==> src/rtl/stlt_pkg.sv <==
package stlt_pkg;

  localparam int unsigned ElapsedW = 26;
  localparam int unsigned LevelW = 8;
  localparam int unsigned StairW = 16;
  localparam int unsigned PctW = 7;
  localparam int unsigned CfgIdxW = 3;
  localparam int unsigned CfgDataW = 16;

  localparam int unsigned TicksPerSecondDefault = 1000;
  localparam int unsigned StairTimeReset = 60;

  localparam logic [LevelW-1:0] LevelOn = 8'hFE;
  localparam logic [LevelW-1:0] LevelOff = 8'h00;
  localparam logic [LevelW-1:0] LevelMax = 8'hFF;

  // pct * 254 / 100 is taken as (pct * 254 * 5243) >> 19. The reciprocal error stays
  // below 1/100 of one step for every 7-bit percent, so the truncation is exact.
  localparam int unsigned PctProdW = 28;
  localparam int unsigned PctLevelShift = 19;
  localparam logic [PctProdW-1:0] PctLevelMul = 28'd1331722;

  typedef enum logic [1:0] {
    CMD_TICK   = 2'd0,
    CMD_SWITCH = 2'd1,
    CMD_DIM    = 2'd2,
    CMD_LOCK   = 2'd3
  } cmd_e;

  typedef enum logic [1:0] {
    ACT_NONE  = 2'd0,
    ACT_OFF   = 2'd1,
    ACT_ON    = 2'd2,
    ACT_LEVEL = 2'd3
  } action_e;

  typedef enum logic [CfgIdxW-1:0] {
    CFG_STAIR_TIME    = 3'd0,
    CFG_RETRIGGER     = 3'd1,
    CFG_MANUAL_OFF    = 3'd2,
    CFG_LOCK_ACTION   = 3'd3,
    CFG_LOCK_LEVEL    = 3'd4,
    CFG_UNLOCK_ACTION = 3'd5,
    CFG_UNLOCK_LEVEL  = 3'd6
  } cfg_idx_e;

  typedef struct packed {
    logic              retrigger_enable;
    logic              manual_off_enable;
    action_e           lock_action;
    logic [LevelW-1:0] lock_level;
    action_e           unlock_action;
    logic [LevelW-1:0] unlock_level;
  } cfg_t;

  typedef struct packed {
    cmd_e              command;
    logic              switch_value;
    logic [LevelW-1:0] dim_value;
    logic              lock_value;
  } item_t;

  typedef struct packed {
    logic              valid;
    logic [LevelW-1:0] arc_level;
  } result_t;

  function automatic logic [LevelW-1:0] pct_to_level(input logic [PctW-1:0] pct);
    logic [PctProdW-1:0] prod;
    logic [PctProdW-PctLevelShift-1:0] lvl;
    prod = PctProdW'(pct) * PctLevelMul;
    lvl = prod[PctProdW-1:PctLevelShift];
    if (lvl > (PctProdW-PctLevelShift)'(LevelMax)) begin
      return LevelMax;
    end
    return lvl[LevelW-1:0];
  endfunction

endpackage

==> src/rtl/stlt_cfg.sv <==
module stlt_cfg #(
  parameter int unsigned TicksPerSecond = stlt_pkg::TicksPerSecondDefault,
  parameter int unsigned LimitW = stlt_pkg::StairW + $clog2(TicksPerSecond + 1)
) (
  input  logic                           clk_i,
  input  logic                           rst_ni,
  input  logic                           cfg_we_i,
  input  logic [stlt_pkg::CfgIdxW-1:0]   cfg_index_i,
  input  logic [stlt_pkg::CfgDataW-1:0]  cfg_data_i,
  output stlt_pkg::cfg_t                 cfg_o,
  output logic [LimitW-1:0]              limit_o
);

  // The timeout threshold is kept in ticks, so the multiply happens once per write.
  localparam logic [LimitW-1:0] LimitReset =
      LimitW'(stlt_pkg::StairTimeReset) * LimitW'(TicksPerSecond);

  stlt_pkg::cfg_t    cfg_q, cfg_d;
  logic [LimitW-1:0] limit_q, limit_d;

  always_comb begin
    cfg_d = cfg_q;
    limit_d = limit_q;
    if (cfg_we_i) begin
      unique case (stlt_pkg::cfg_idx_e'(cfg_index_i))
        stlt_pkg::CFG_STAIR_TIME: begin
          limit_d = LimitW'(cfg_data_i[stlt_pkg::StairW-1:0]) * LimitW'(TicksPerSecond);
        end
        stlt_pkg::CFG_RETRIGGER:     cfg_d.retrigger_enable = cfg_data_i[0];
        stlt_pkg::CFG_MANUAL_OFF:    cfg_d.manual_off_enable = cfg_data_i[0];
        stlt_pkg::CFG_LOCK_ACTION:   cfg_d.lock_action = stlt_pkg::action_e'(cfg_data_i[1:0]);
        stlt_pkg::CFG_LOCK_LEVEL: begin
          cfg_d.lock_level = stlt_pkg::pct_to_level(cfg_data_i[stlt_pkg::PctW-1:0]);
        end
        stlt_pkg::CFG_UNLOCK_ACTION: begin
          cfg_d.unlock_action = stlt_pkg::action_e'(cfg_data_i[1:0]);
        end
        stlt_pkg::CFG_UNLOCK_LEVEL: begin
          cfg_d.unlock_level = stlt_pkg::pct_to_level(cfg_data_i[stlt_pkg::PctW-1:0]);
        end
        default: ;
      endcase
    end
  end

  always_ff @(posedge clk_i or negedge rst_ni) begin
    if (!rst_ni) begin
      cfg_q.retrigger_enable <= 1'b0;
      cfg_q.manual_off_enable <= 1'b0;
      cfg_q.lock_action <= stlt_pkg::ACT_NONE;
      cfg_q.lock_level <= stlt_pkg::LevelOff;
      cfg_q.unlock_action <= stlt_pkg::ACT_NONE;
      cfg_q.unlock_level <= stlt_pkg::LevelOff;
      limit_q <= LimitReset;
    end else begin
      cfg_q <= cfg_d;
      limit_q <= limit_d;
    end
  end

  assign cfg_o = cfg_q;
  assign limit_o = limit_q;

endmodule

==> src/rtl/stlt_ctrl.sv <==
module stlt_ctrl #(
  parameter int unsigned LimitW = stlt_pkg::StairW + 10
) (
  input  logic              clk_i,
  input  logic              rst_ni,
  input  logic              process_i,
  input  stlt_pkg::item_t   item_i,
  input  stlt_pkg::cfg_t    cfg_i,
  input  logic [LimitW-1:0] limit_i,
  output stlt_pkg::result_t result_o
);

  localparam int unsigned ElapsedW = stlt_pkg::ElapsedW;
  localparam int unsigned CmpW = (LimitW > ElapsedW) ? LimitW : ElapsedW;
  localparam logic [ElapsedW-1:0] ElapsedMax = {ElapsedW{1'b1}};

  logic                light_on_q, light_on_d;
  logic                locked_q, locked_d;
  logic [ElapsedW-1:0] elapsed_q, elapsed_d;
  logic [ElapsedW-1:0] elapsed_inc;
  stlt_pkg::action_e   action;
  logic [stlt_pkg::LevelW-1:0] fixed_level;

  assign elapsed_inc = (elapsed_q == ElapsedMax) ? elapsed_q : elapsed_q + 1'b1;
  assign action = item_i.lock_value ? cfg_i.lock_action : cfg_i.unlock_action;
  assign fixed_level = item_i.lock_value ? cfg_i.lock_level : cfg_i.unlock_level;

  always_comb begin
    light_on_d = light_on_q;
    locked_d = locked_q;
    elapsed_d = elapsed_q;
    result_o.valid = 1'b0;
    result_o.arc_level = stlt_pkg::LevelOff;
    unique case (item_i.command)
      stlt_pkg::CMD_TICK: begin
        elapsed_d = elapsed_inc;
        if (light_on_q && (CmpW'(elapsed_inc) > CmpW'(limit_i))) begin
          light_on_d = 1'b0;
          result_o.valid = 1'b1;
        end
      end
      stlt_pkg::CMD_SWITCH: begin
        if (!locked_q) begin
          if (item_i.switch_value) begin
            if (light_on_q) begin
              if (cfg_i.retrigger_enable) begin
                elapsed_d = '0;
              end
            end else begin
              light_on_d = 1'b1;
              elapsed_d = '0;
              result_o.valid = 1'b1;
              result_o.arc_level = stlt_pkg::LevelOn;
            end
          end else if (cfg_i.manual_off_enable) begin
            light_on_d = 1'b0;
            result_o.valid = 1'b1;
          end
        end
      end
      stlt_pkg::CMD_DIM: begin
        if (!locked_q) begin
          result_o.valid = 1'b1;
          result_o.arc_level = item_i.dim_value;
        end
      end
      stlt_pkg::CMD_LOCK: begin
        if (item_i.lock_value != locked_q) begin
          locked_d = item_i.lock_value;
          unique case (action)
            stlt_pkg::ACT_NONE: ;
            stlt_pkg::ACT_OFF:  result_o.valid = 1'b1;
            stlt_pkg::ACT_ON: begin
              result_o.valid = 1'b1;
              result_o.arc_level = stlt_pkg::LevelOn;
            end
            stlt_pkg::ACT_LEVEL: begin
              result_o.valid = 1'b1;
              result_o.arc_level = fixed_level;
            end
            default: ;
          endcase
        end
      end
      default: ;
    endcase
  end

  always_ff @(posedge clk_i or negedge rst_ni) begin
    if (!rst_ni) begin
      light_on_q <= 1'b0;
      locked_q <= 1'b0;
      elapsed_q <= '0;
    end else if (process_i) begin
      light_on_q <= light_on_d;
      locked_q <= locked_d;
      elapsed_q <= elapsed_d;
    end
  end

  a_lock_only_on_lock: assert property (@(posedge clk_i) disable iff (!rst_ni)
      !(process_i && item_i.command == stlt_pkg::CMD_LOCK) |=> $stable(locked_q))
    else $error("lock state changed without a lock event");

  a_tick_monotonic: assert property (@(posedge clk_i) disable iff (!rst_ni)
      process_i && item_i.command == stlt_pkg::CMD_TICK |=> elapsed_q >= $past(elapsed_q))
    else $error("elapsed counter went backwards on a tick");

  a_timeout_needs_light: assert property (@(posedge clk_i) disable iff (!rst_ni)
      process_i && item_i.command == stlt_pkg::CMD_TICK && result_o.valid
      |=> !light_on_q && $past(light_on_q))
    else $error("timeout reported while the lamp was dark");

  a_switch_on_lights: assert property (@(posedge clk_i) disable iff (!rst_ni)
      process_i && item_i.command == stlt_pkg::CMD_SWITCH && result_o.valid
      && result_o.arc_level == stlt_pkg::LevelOn |=> light_on_q && elapsed_q == '0)
    else $error("switch-on result without lighting the lamp");

endmodule

==> src/rtl/staircase_light_timer.sv <==
// Staircase light channel. Each transfer on the input carries one event: a millisecond
// tick, a switch event, an absolute dim value or a lock change; each event yields zero or
// one lamp arc level on the output. The block takes one event per clock cycle while the
// output is not stalled; an event is registered in the input register on transfer and,
// once the result register is free, its arc level, if any, is written to the result
// register, from which it is offered on the output. A result that waits on a stalled
// output holds the event behind it in the input register, and the input then stalls. The
// stair time is stored as a tick threshold (stair_time_s times
// TicksPerSecond), and the lock and unlock percentages are stored as arc levels, both
// converted when the register is written, so configuration must be written only while no
// event is in flight. Register index 0 is the stair time in seconds, 1 retrigger enable,
// 2 manual-off enable, 3 lock action, 4 lock percent, 5 unlock action, 6 unlock percent;
// index 7 is ignored.
module staircase_light_timer #(
  parameter int unsigned TicksPerSecond = stlt_pkg::TicksPerSecondDefault
) (
  input  logic                          clk_i,
  input  logic                          rst_ni,
  input  logic                          cfg_we_i,
  input  logic [stlt_pkg::CfgIdxW-1:0]  cfg_index_i,
  input  logic [stlt_pkg::CfgDataW-1:0] cfg_data_i,
  input  logic                          in_valid_i,
  output logic                          in_stall_o,
  input  logic [1:0]                    command_i,
  input  logic                          switch_value_i,
  input  logic [stlt_pkg::LevelW-1:0]   dim_value_i,
  input  logic                          lock_value_i,
  output logic                          out_valid_o,
  input  logic                          out_stall_i,
  output logic [stlt_pkg::LevelW-1:0]   arc_level_o
);

  // Wide enough for 65535 seconds at the configured tick rate.
  localparam int unsigned LimitW = stlt_pkg::StairW + $clog2(TicksPerSecond + 1);

  stlt_pkg::cfg_t    cfg;
  logic [LimitW-1:0] limit;

  // Input register: one event waiting to be processed.
  logic              in_valid_q;
  stlt_pkg::item_t   item_q;

  // Result register, facing the output channel.
  logic                        out_valid_q;
  logic [stlt_pkg::LevelW-1:0] arc_level_q;

  stlt_pkg::result_t result;
  logic              out_free;
  logic              advance;
  logic              in_ready;

  // The result register can be loaded when it is empty or its content is leaving now.
  assign out_free = !out_valid_q || !out_stall_i;
  // The event in the input register is processed, and the channel state updated, exactly
  // when its result, or the lack of one, can be written to the result register.
  assign advance = in_valid_q && out_free;
  assign in_ready = !in_valid_q || advance;
  assign in_stall_o = !in_ready;

  stlt_cfg #(
    .TicksPerSecond(TicksPerSecond),
    .LimitW        (LimitW)
  ) u_cfg (
    .clk_i      (clk_i),
    .rst_ni     (rst_ni),
    .cfg_we_i   (cfg_we_i),
    .cfg_index_i(cfg_index_i),
    .cfg_data_i (cfg_data_i),
    .cfg_o      (cfg),
    .limit_o    (limit)
  );

  stlt_ctrl #(
    .LimitW(LimitW)
  ) u_ctrl (
    .clk_i    (clk_i),
    .rst_ni   (rst_ni),
    .process_i(advance),
    .item_i   (item_q),
    .cfg_i    (cfg),
    .limit_i  (limit),
    .result_o (result)
  );

  always_ff @(posedge clk_i or negedge rst_ni) begin
    if (!rst_ni) begin
      in_valid_q <= 1'b0;
    end else if (in_ready) begin
      in_valid_q <= in_valid_i;
    end
  end

  // The payload needs no reset; it is only looked at while in_valid_q is set.
  always_ff @(posedge clk_i) begin
    if (in_ready && in_valid_i) begin
      item_q.command <= stlt_pkg::cmd_e'(command_i);
      item_q.switch_value <= switch_value_i;
      item_q.dim_value <= dim_value_i;
      item_q.lock_value <= lock_value_i;
    end
  end

  // An event that yields no arc level simply leaves the result register empty.
  always_ff @(posedge clk_i or negedge rst_ni) begin
    if (!rst_ni) begin
      out_valid_q <= 1'b0;
    end else if (out_free) begin
      out_valid_q <= advance && result.valid;
    end
  end

  always_ff @(posedge clk_i) begin
    if (advance && result.valid) begin
      arc_level_q <= result.arc_level;
    end
  end

  assign out_valid_o = out_valid_q;
  assign arc_level_o = arc_level_q;

endmodule
==> config.mk <==
export PLATFORM = sky130hd
export DESIGN_NAME = staircase_light_timer
export DESIGN_NICKNAME = d
export VERILOG_FILES = /design/src/rtl/stlt_pkg.sv /design/src/rtl/stlt_cfg.sv /design/src/rtl/stlt_ctrl.sv /design/src/rtl/staircase_light_timer.sv
export SDC_FILE = /design/constraint.sdc
export NUM_CORES = 1
export LEC_CHECK = 0
export ABC_AREA = 1
export BUFFER_PORTS_ARGS = -buffer_cell sky130_fd_sc_hd__buf_2
export CAP_MARGIN = 5
export CELL_PAD_IN_SITES_DETAIL_PLACEMENT = 0
export CELL_PAD_IN_SITES_GLOBAL_PLACEMENT = 1
export CORE_ASPECT_RATIO = 1.1
export CORE_UTILIZATION = 43
export CTS_CLUSTER_SIZE = 20
export DETAILED_ROUTE_END_ITERATION = 10
export HOLD_SLACK_MARGIN = 0.05
export PLACE_DENSITY_LB_ADDON = 0.1
export SYNTH_ARGS = -nofsm -noshare
export SYNTH_HDL_FRONTEND = slang
export SYNTH_SLANG_ARGS = --single-unit
==> constraint.sdc <==
create_clock -name clk_i -period 2.8 [get_ports clk_i]
set_clock_uncertainty 0.05 [all_clocks]
set_input_delay 0.7 -clock clk_i [delete_from_list [all_inputs] [get_ports clk_i]]
set_output_delay 0.7 -clock clk_i [all_outputs]
set_load 0.02 [all_outputs]
==> results.md, run 1 <==
* Final count of hold timing violations at 0
* Worst slack, placed at -1664 ps
* Clock Sinks at 95
* Slowest stage cell, crit path: fa_1
* Setup crit end kind: flop
* Compound-gate portion of the synthesized area at 0.09001
* Count of input and output buffers at 45
* Top Family by Delay on Critical Path: adder cells
* End point of the critical path: u_cfg.limit_o[17]$_DFFE_PN0P_
* RSZ-0062 raised after global routing: yes
* Critical path class: input pin to flop
* Synth Warn # at 0
* Clock latency on the worst-skew pair at 350 ps
* Fillers at 1,940
* P_leak at between 6 and 7 nW
* Pwr Total at 12.38 mW
* Register Area at 0.002489 mm^2
* Vias at between 8,000 and 9,000
* Netlist cell types at 49
* # DRC at 0
* Sw power at 5.407 mW
* Max clock buf depth at 2
* TritonCTS clock tree: done
* VDD IR max at 0.6596 mV
* Routed wire per std cell at 13.71 um
* Sw Ratio at 0.4366
* Global route hottest layer: met2
* Met2 Use GR at 0.4081
* Clock root buffer: clkbuf_16
* Pins Over Slew Limit at 0
* Post-synthesis instance total at 1,232
* CP cell instances: buf_8, clkinvlp_4, fa_1, fa_1, fa_1, fa_1, inv_2, ha_4, a21oi_4, a21boi_4, o21ai_4, nand2_1, nand2_2, or2_1, nand3_2, nand2_1
* FF-to-FF path depth at 20
* Synth Area per Inst at a little under 8 um^2
* CTS H-tree depth at 3
* Met1 GRT Util at 0.2915
* Period Utilization, post-route at 1.421
* Largest net degree at the start of global routing at 42
* Reg2Reg Setup Slack at -300 ps
* Layout cell share with drive strength beyond 1 at 0.3645
* Status: complete, but fails checks
* Worst flop-to-flop path endpoint: arc_level_o[0]$_DFFE_PP_
* Worst Hold Class: input pin to async pin
* Initial Util at 0.4433
* 1st-pass router iterations at 4
* P_int at between 6 and 7 mW
* Critical Path AT at 4160 ps
* Fmax at 251.4 MHz
* Synth Area in Adders at 0.2816
* Register bit total from synthesis at 95
* Hpwl dp at 19.66 mm
* Gr ovfl total at 0
* Final antenna-violating net count at 0
* Via density at 4.833
* Site row count at 56
* Worst stage delay on the critical path at approximately 530 ps
* Synth Area in Simple Gates at 0.2496
* Setup ws final at -1178 ps
* Vias in the first global route at around 9,000
* Comb pwr share at 0.722
* Largest family of logic cells by synthesized area: adder cells
* Critical path's most frequent cell: fa_1
* Post-Syn Area at roughly 0.0095 mm^2
* Ports at between 40 and 50
* Seq pwr share at 0.169
* Final count of negative-setup-slack endpoints at 44
* Drt total wl at around 25 mm
* Met3 usage at 0.02511
* Slew HR at 0.4869
* Core Area at 0.02151 mm^2
* RR Startpoint: u_ctrl.elapsed_q[1]$_DFFE_PN0P_
* NumNets Final at 1,729
* Max Cap Viol at 0
* Seq/Total Area, Yosys at 0.2607
* Clk pin slew, worst setup/hold paths at 70 ps
* Initial antenna violation count at 0
* Die area at 0.02278 mm^2
* WP buf/inv at 3
* Min cycle time layout at around 4000 ps
* Area Growth Syn to Fin at 43.24%
* Drt initial violations at roughly 360
* Hold Slack at a little under 300 ps
* Worst setup SP type: input pin
* # diodes at 0
* Least-Margin Pin Slew at 764.9 ps
* Worst path depth at 16
* Worst path required time at 2990 ps
* Final instance area at between 0.01 and 0.015 mm^2
* Post-Synth XOR/XNOR Area at 0.03215
* Die Span Y at 158.2 um
* Critical path origin: cfg_data_i[3]
* Commonest non-fill, non-tap cell in the layout: nand2_1
* Placed inst area at 0.01197 mm^2
* RD Place Congestion at between 0.8 and 0.9
* Die X at 144.0 um
* PwrDens at just over 900 mW/mm^2
* Total CTS buffers at 9
* Clock group share of total power at 0.109
* First-pass GRT wire length at 40.83 mm
* Area of the multi-input gates at 0.007470 mm^2
* Post-synthesis mux area share at 0.002099
* Largest fanout on the critical path at 4
* Commonest cells after routing, fill and taps aside: 299 x nand2_1, 206 x buf_4, 161 x inv_1
* Mapped Nets at 1,449
* Failing checks: setup timing
* GRT Util Overall at 0.2288
flip-flops by register name (all words and copies together) (netlist names):
register,count
arc_level_o,8
in_valid_q,1
item_q,12
out_valid_o,1
u_cfg.cfg_o,22
u_cfg.limit_o,23
u_ctrl.elapsed_q,26
u_ctrl.light_on_q,1
u_ctrl.locked_q,1
worst min path at each step:
| stage | slack (ps) | endpoint |
|---|---|---|
| after CTS | 300 | u_ctrl.elapsed_q[24]$_DFFE_PN0P_ |
| after global placement | 410 | u_cfg.cfg_o[2]$_DFFE_PN0P_ |
| after floorplan | 350 | in_valid_q$_DFFE_PN0N_ |
| after detailed placement | 420 | u_cfg.limit_o[17]$_DFFE_PN0P_ |
| after global routing | 330 | u_ctrl.elapsed_q[23]$_DFFE_PN0P_ |
| final | 290 | u_ctrl.elapsed_q[20]$_DFFE_PN0P_ |
routing by layer:
layer  up-vias  wire, um
li1       4535         -
met1      4066     11540
met2       104     12300
met3        29       560
met4         0       373
met5         -         0
cell type report:
cell class,count,area share
clock inverters,7,0.007878
flip-flops and latches,95,0.1822
repair buffers,279,0.1634
well taps,290,0.02657
clock buffers,9,0.01649
multi-input cells,928,0.5469
inverters,199,0.05652
stage by stage:
step / TNS, ps / utilization / std cells
after floorplan: -26270 / - / 1232
after global placement: -45980 / 0.5565 / 1756
after detailed placement: -47470 / 0.5565 / 1756
after CTS: -27610 / 0.6162 / 1798
after global routing: -35250 / 0.6349 / 1807
final: -28810 / 0.6349 / 1807
power by group through the flow:
stage,clock network [mW],registers (mW),logic [mW]
6_report,1.35,2.09,8.95
5_1_grt,1.44,2.15,9.88
4_1_cts,1.38,2.08,8.50
3_5_place_dp,0,2.10,7.11
3_3_place_gp,0,2.09,7.03
2_1_floorplan,0,2.06,4.48
what timing repair did:
item / in CTS / in global routing
buffers inserted: 26 / 10
pin swaps: 107 / 62
hold buffers: 0 / 0
setup endpoints to repair: 44 / 44
cloned: 0 / 0
resized for setup: 196 / 93
cell families (layout without fill, tap and decap cells):
family | count (synthesis) | in the layout
AO/OA/AOI/OAI | 151 | 151
XOR/XNOR | 35 | 35
adder cells (fa/ha/maj) | 181 | 181
buffers and inverters | 209 | 494
flip-flops | 95 | 95
multiplexers | 2 | 2
AND/OR/NAND/NOR | 559 | 559
cell usage after synthesis (all sizes together):
| cell type | number | area share |
|---|---|---|
| a22o | 6 | 0.0055 |
| o21a | 3 | 0.0024 |
| a31oi | 4 | 0.0026 |
| ha | 125 | 0.16 |
| o31ai | 2 | 0.0016 |
| nand3b | 4 | 0.0031 |
| clkinv | 3 | 0.0012 |
| o22ai | 7 | 0.0046 |
| a21boi | 5 | 0.0047 |
| nor2 | 87 | 0.040 |
| nand2 | 360 | 0.14 |
| edfxtp | 20 | 0.063 |
| a21oi | 44 | 0.023 |
| o211ai | 1 | 0.00079 |
| or2 | 5 | 0.0033 |
| dfrtp | 68 | 0.18 |
| inv | 196 | 0.077 |
| o21ai | 67 | 0.035 |
| o21bai | 4 | 0.0031 |
| clkbuf | 2 | 0.00079 |
| dfstp | 7 | 0.019 |
| buf | 8 | 0.0047 |
| nand3 | 58 | 0.031 |
| nor3 | 21 | 0.011 |
| and2 | 1 | 0.00066 |
| a311oi | 1 | 0.00092 |
| mux2i | 2 | 0.0021 |
| xor2 | 27 | 0.025 |
| a22oi | 1 | 0.00079 |
| xnor2 | 8 | 0.0073 |
| nor4 | 3 | 0.0026 |
| nand4 | 19 | 0.012 |
| fa | 56 | 0.12 |
| nand2b | 1 | 0.00066 |
| a21o | 6 | 0.0047 |
No activity file was read; power rests on OpenSTA's default activity.
==> inputs of run 2 (changes only) <==
ABC_AREA = not set   (was 1)
CORE_UTILIZATION = 45   (was 43)
HOLD_SLACK_MARGIN = not set   (was 0.05)
MAX_ROUTING_LAYER = met4   (was not set)
==> run 2 against run 1 <==
Net effect:
- the flow still finishes with violations (setup timing)
- first-iteration DRC count shrank 22%
- sequential share of layout area rose by 1.2 points
- hold slack got worse by 31 ps
- power down 21%
- die area decreased by 9.7%
- cell count down 19%
- via count is 13% lower
- sequential power shrank 7%
==> results.md, run 2 <==
* Synth top cells by count: 125 x ha_1, 108 x inv_1, 80 x nand2_1
* Cts hold-fix bufs at 0
* Post-Syn Area at 0.008994 mm^2
* Number of flip-flops in the largest register at 26
* # DRC at 0
* Drt total wl at 21.36 mm
* Max clock buf depth at 2
* Core Area at 0.01936 mm^2
* Period Utilization, post-route at 1.476
* Clock latency on the worst-skew pair at between 300 and 400 ps
* Gr ovfl total at 0
* Fillers at 1,561
* PwrDens at 760.7 mW/mm^2
* Seq/Total Area, Yosys at 0.2764
* Failing checks: setup timing
* Share of the synthesized area in the top cell type at 0.1892
* Min cycle time layout at 4132 ps
* Fmax at approximately 240 MHz
* Vias at between 7,000 and 8,000
* Clk pin slew, worst setup/hold paths at around 70 ps
* 1st-pass router iterations at 5
* Setup crit end kind: flop
* Reg2Reg Setup Slack at -770 ps
* First-pass GRT wire length at 35.53 mm
* Synth Area per Inst at 9.507 um^2
* VDD IR max at 0.5061 mV
* Ports at 46
* Synth Warn # at 0
* Clock root buffer: clkbuf_16
* Post-synthesis instance total at 946
* Routed wire per std cell at 14.55 um
* Status: complete, but fails checks
* Commonest non-fill, non-tap cell in the layout: buf_4
* NumNets Final at between 1,000 and 1,500
* Area Growth Syn to Fin at 42.33%
* Commonest cells after routing, fill and taps aside: 210 x buf_4, 89 x ha_1, 88 x inv_1
* Via density at around 5.2
* Critical path class: input pin to flop
* Die area at roughly 0.02 mm^2
* CTS H-tree depth at 3
* Total CTS buffers at 9
* Least-Margin Pin Slew at roughly 820 ps
* GRT Util Overall at 0.2241
* Top cells by area, synth: dfrtp_1 19%, ha_1 17%, fa_1 12%, edfxtp_1 6.7%, inv_1 4.5%
* Initial antenna violation count at 0
* RR Startpoint: u_ctrl.elapsed_q[0]$_DFFE_PN0P_
* Pins Over Slew Limit at 0
* Worst flop-to-flop path endpoint: arc_level_o[0]$_DFFE_PP_
* Clock Sinks at 95
* Worst Hold Class: input pin to async pin
* Max Cap Viol at 0
* RSZ-0062 raised after global routing: yes
* Die Span Y at about 150 um
* Hold Slack at approximately 260 ps
* Layout cell share with drive strength beyond 1 at 0.4095
* Async set or reset register ratio after synthesis at 0.7895
* TritonCTS clock tree: done
* FF-to-FF path depth at 16
* Setup ws final at -1332 ps
* Initial Util at 0.4645
* Critical path origin: cfg_data_i[9]
* Final instance area at 0.01280 mm^2
* Largest area contributor in the synthesized netlist: dfrtp_1
* Critical Path AT at about 4300 ps
* RD Place Congestion at about 0.84
* Netlist cell types at 76
* Die X at about 140 um
* Placed inst area at about 0.011 mm^2
* Worst setup SP type: input pin
* Top reg by flops: u_ctrl.elapsed_q
* Worst slack, placed at -1862 ps
* Mapped Nets at around 1,200
* Finished Core Util at 0.6611
* Final count of negative-setup-slack endpoints at 44
* TNS Setup at -46,030 ps
* Hpwl dp at approximately 16 mm
* Count of input and output buffers at 45
* Largest net degree at the start of global routing at 42
* Largest fanout on the critical path at 4
* Site row count at 53
* Final count of hold timing violations at 0
* # diodes at 0
* Slew HR at 0.4489
* Vias in the first global route at 7,560
* Register bit total from synthesis at 95
* Post-synth EDFFs at 20
* Drt initial violations at approximately 280
* Count leader, synth: ha_1
* P_leak at between 5 and 6 nW
* Worst path required time at 2960 ps
* Top_reg_cell synth: dfrtp_1
* Final antenna-violating net count at 0
run 2: repair_timing:
| item | in CTS | in global routing |
|---|---|---|
| endpoints found under the setup margin | 44 | 44 |
| gates resized for setup | 120 | 50 |
| cloned | 1 | 0 |
| setup buffers | 28 | 19 |
| pin swaps | 94 | 53 |
run 2: per-layer routing:
layer / vias to the layer above / track usage / routed length [um]
li1: 3878 / - / -
met1: 3633 / 0.3007 / 10180
met2: 97 / 0.3731 / 10570
met3: 7 / 0.01818 / 463
met4: 0 / 0.04176 / 145
met5: - / - / 0
run 2: final cells by class:
| cell class | count | area (um^2) | share of cell area |
|---|---|---|---|
| clock buffers | 9 | 225.2 | 0.01759 |
| clock inverters | 7 | 68.82 | 0.005376 |
| flip-flops and latches | 95 | 2487 | 0.1943 |
| repair buffers | 286 | 2265 | 0.1769 |
| multi-input cells | 716 | 7022 | 0.5485 |
| inverters | 108 | 424.2 | 0.03313 |
| well taps | 247 | 309.0 | 0.02414 |
run 2: critical path, cell delays in order:
cell	delay, ps
buf_8	90
clkinvlp_4	110
buf_6	130
fa_2	410
fa_1	490
inv_1	50
fa_1	490
inv_2	40
fa_1	490
inv_2	50
ha_4	280
nand4_1	120
or2_4	310
o221ai_4	210
o22ai_2	100
xnor2_1	160
o21ai_1	70
run 2: cell families (layout without fill, tap and decap cells):
group	count (synthesis)	in the layout	synth area share
AOI/OAI and AO/OA	231	231	0.1625
xor gates and xnor gates	48	48	0.04674
adders and majority gates	181	181	0.2986
buffers and inverters	136	410	0.06079
DFF	95	95	0.2764
muxes	15	15	0.01823
and+or+nand+nor	240	241	0.1368
run 2: worst max-delay path by stage:
stage / end / slack, ps / cells past startpoint
finish: u_cfg.limit_o[25]$_DFFE_PN0P_ / -1330 / 17
global route: u_cfg.limit_o[25]$_DFFE_PN0P_ / -1520 / 17
CTS: u_cfg.limit_o[24]$_DFFE_PN0P_ / -1370 / 17
detailed placement: u_cfg.limit_o[24]$_DFFE_PN0P_ / -1860 / 16
global placement: u_cfg.limit_o[24]$_DFFE_PN0P_ / -1790 / 15
floorplan: u_cfg.limit_o[19]$_DFFE_PN0P_ / -1440 / 14
run 2: power breakdown:
| group | switching (mW) | total, mW | internal (mW) |
|---|---|---|---|
| Sequential | 0.187 | 1.95 | 1.76 |
| Combinational | 3.11 | 6.59 | 3.48 |
| Clock | 0.576 | 1.20 | 0.623 |
| Total | 3.87 | 9.74 | 5.87 |
run 2: stage by stage:
step | total power, mW | cells
6_report | 9.738 | 1468
5_1_grt | 10.60 | 1468
4_1_cts | 9.481 | 1450
3_5_place_dp | 7.488 | 1405
3_3_place_gp | 7.415 | 1405
2_1_floorplan | 5.663 | 946
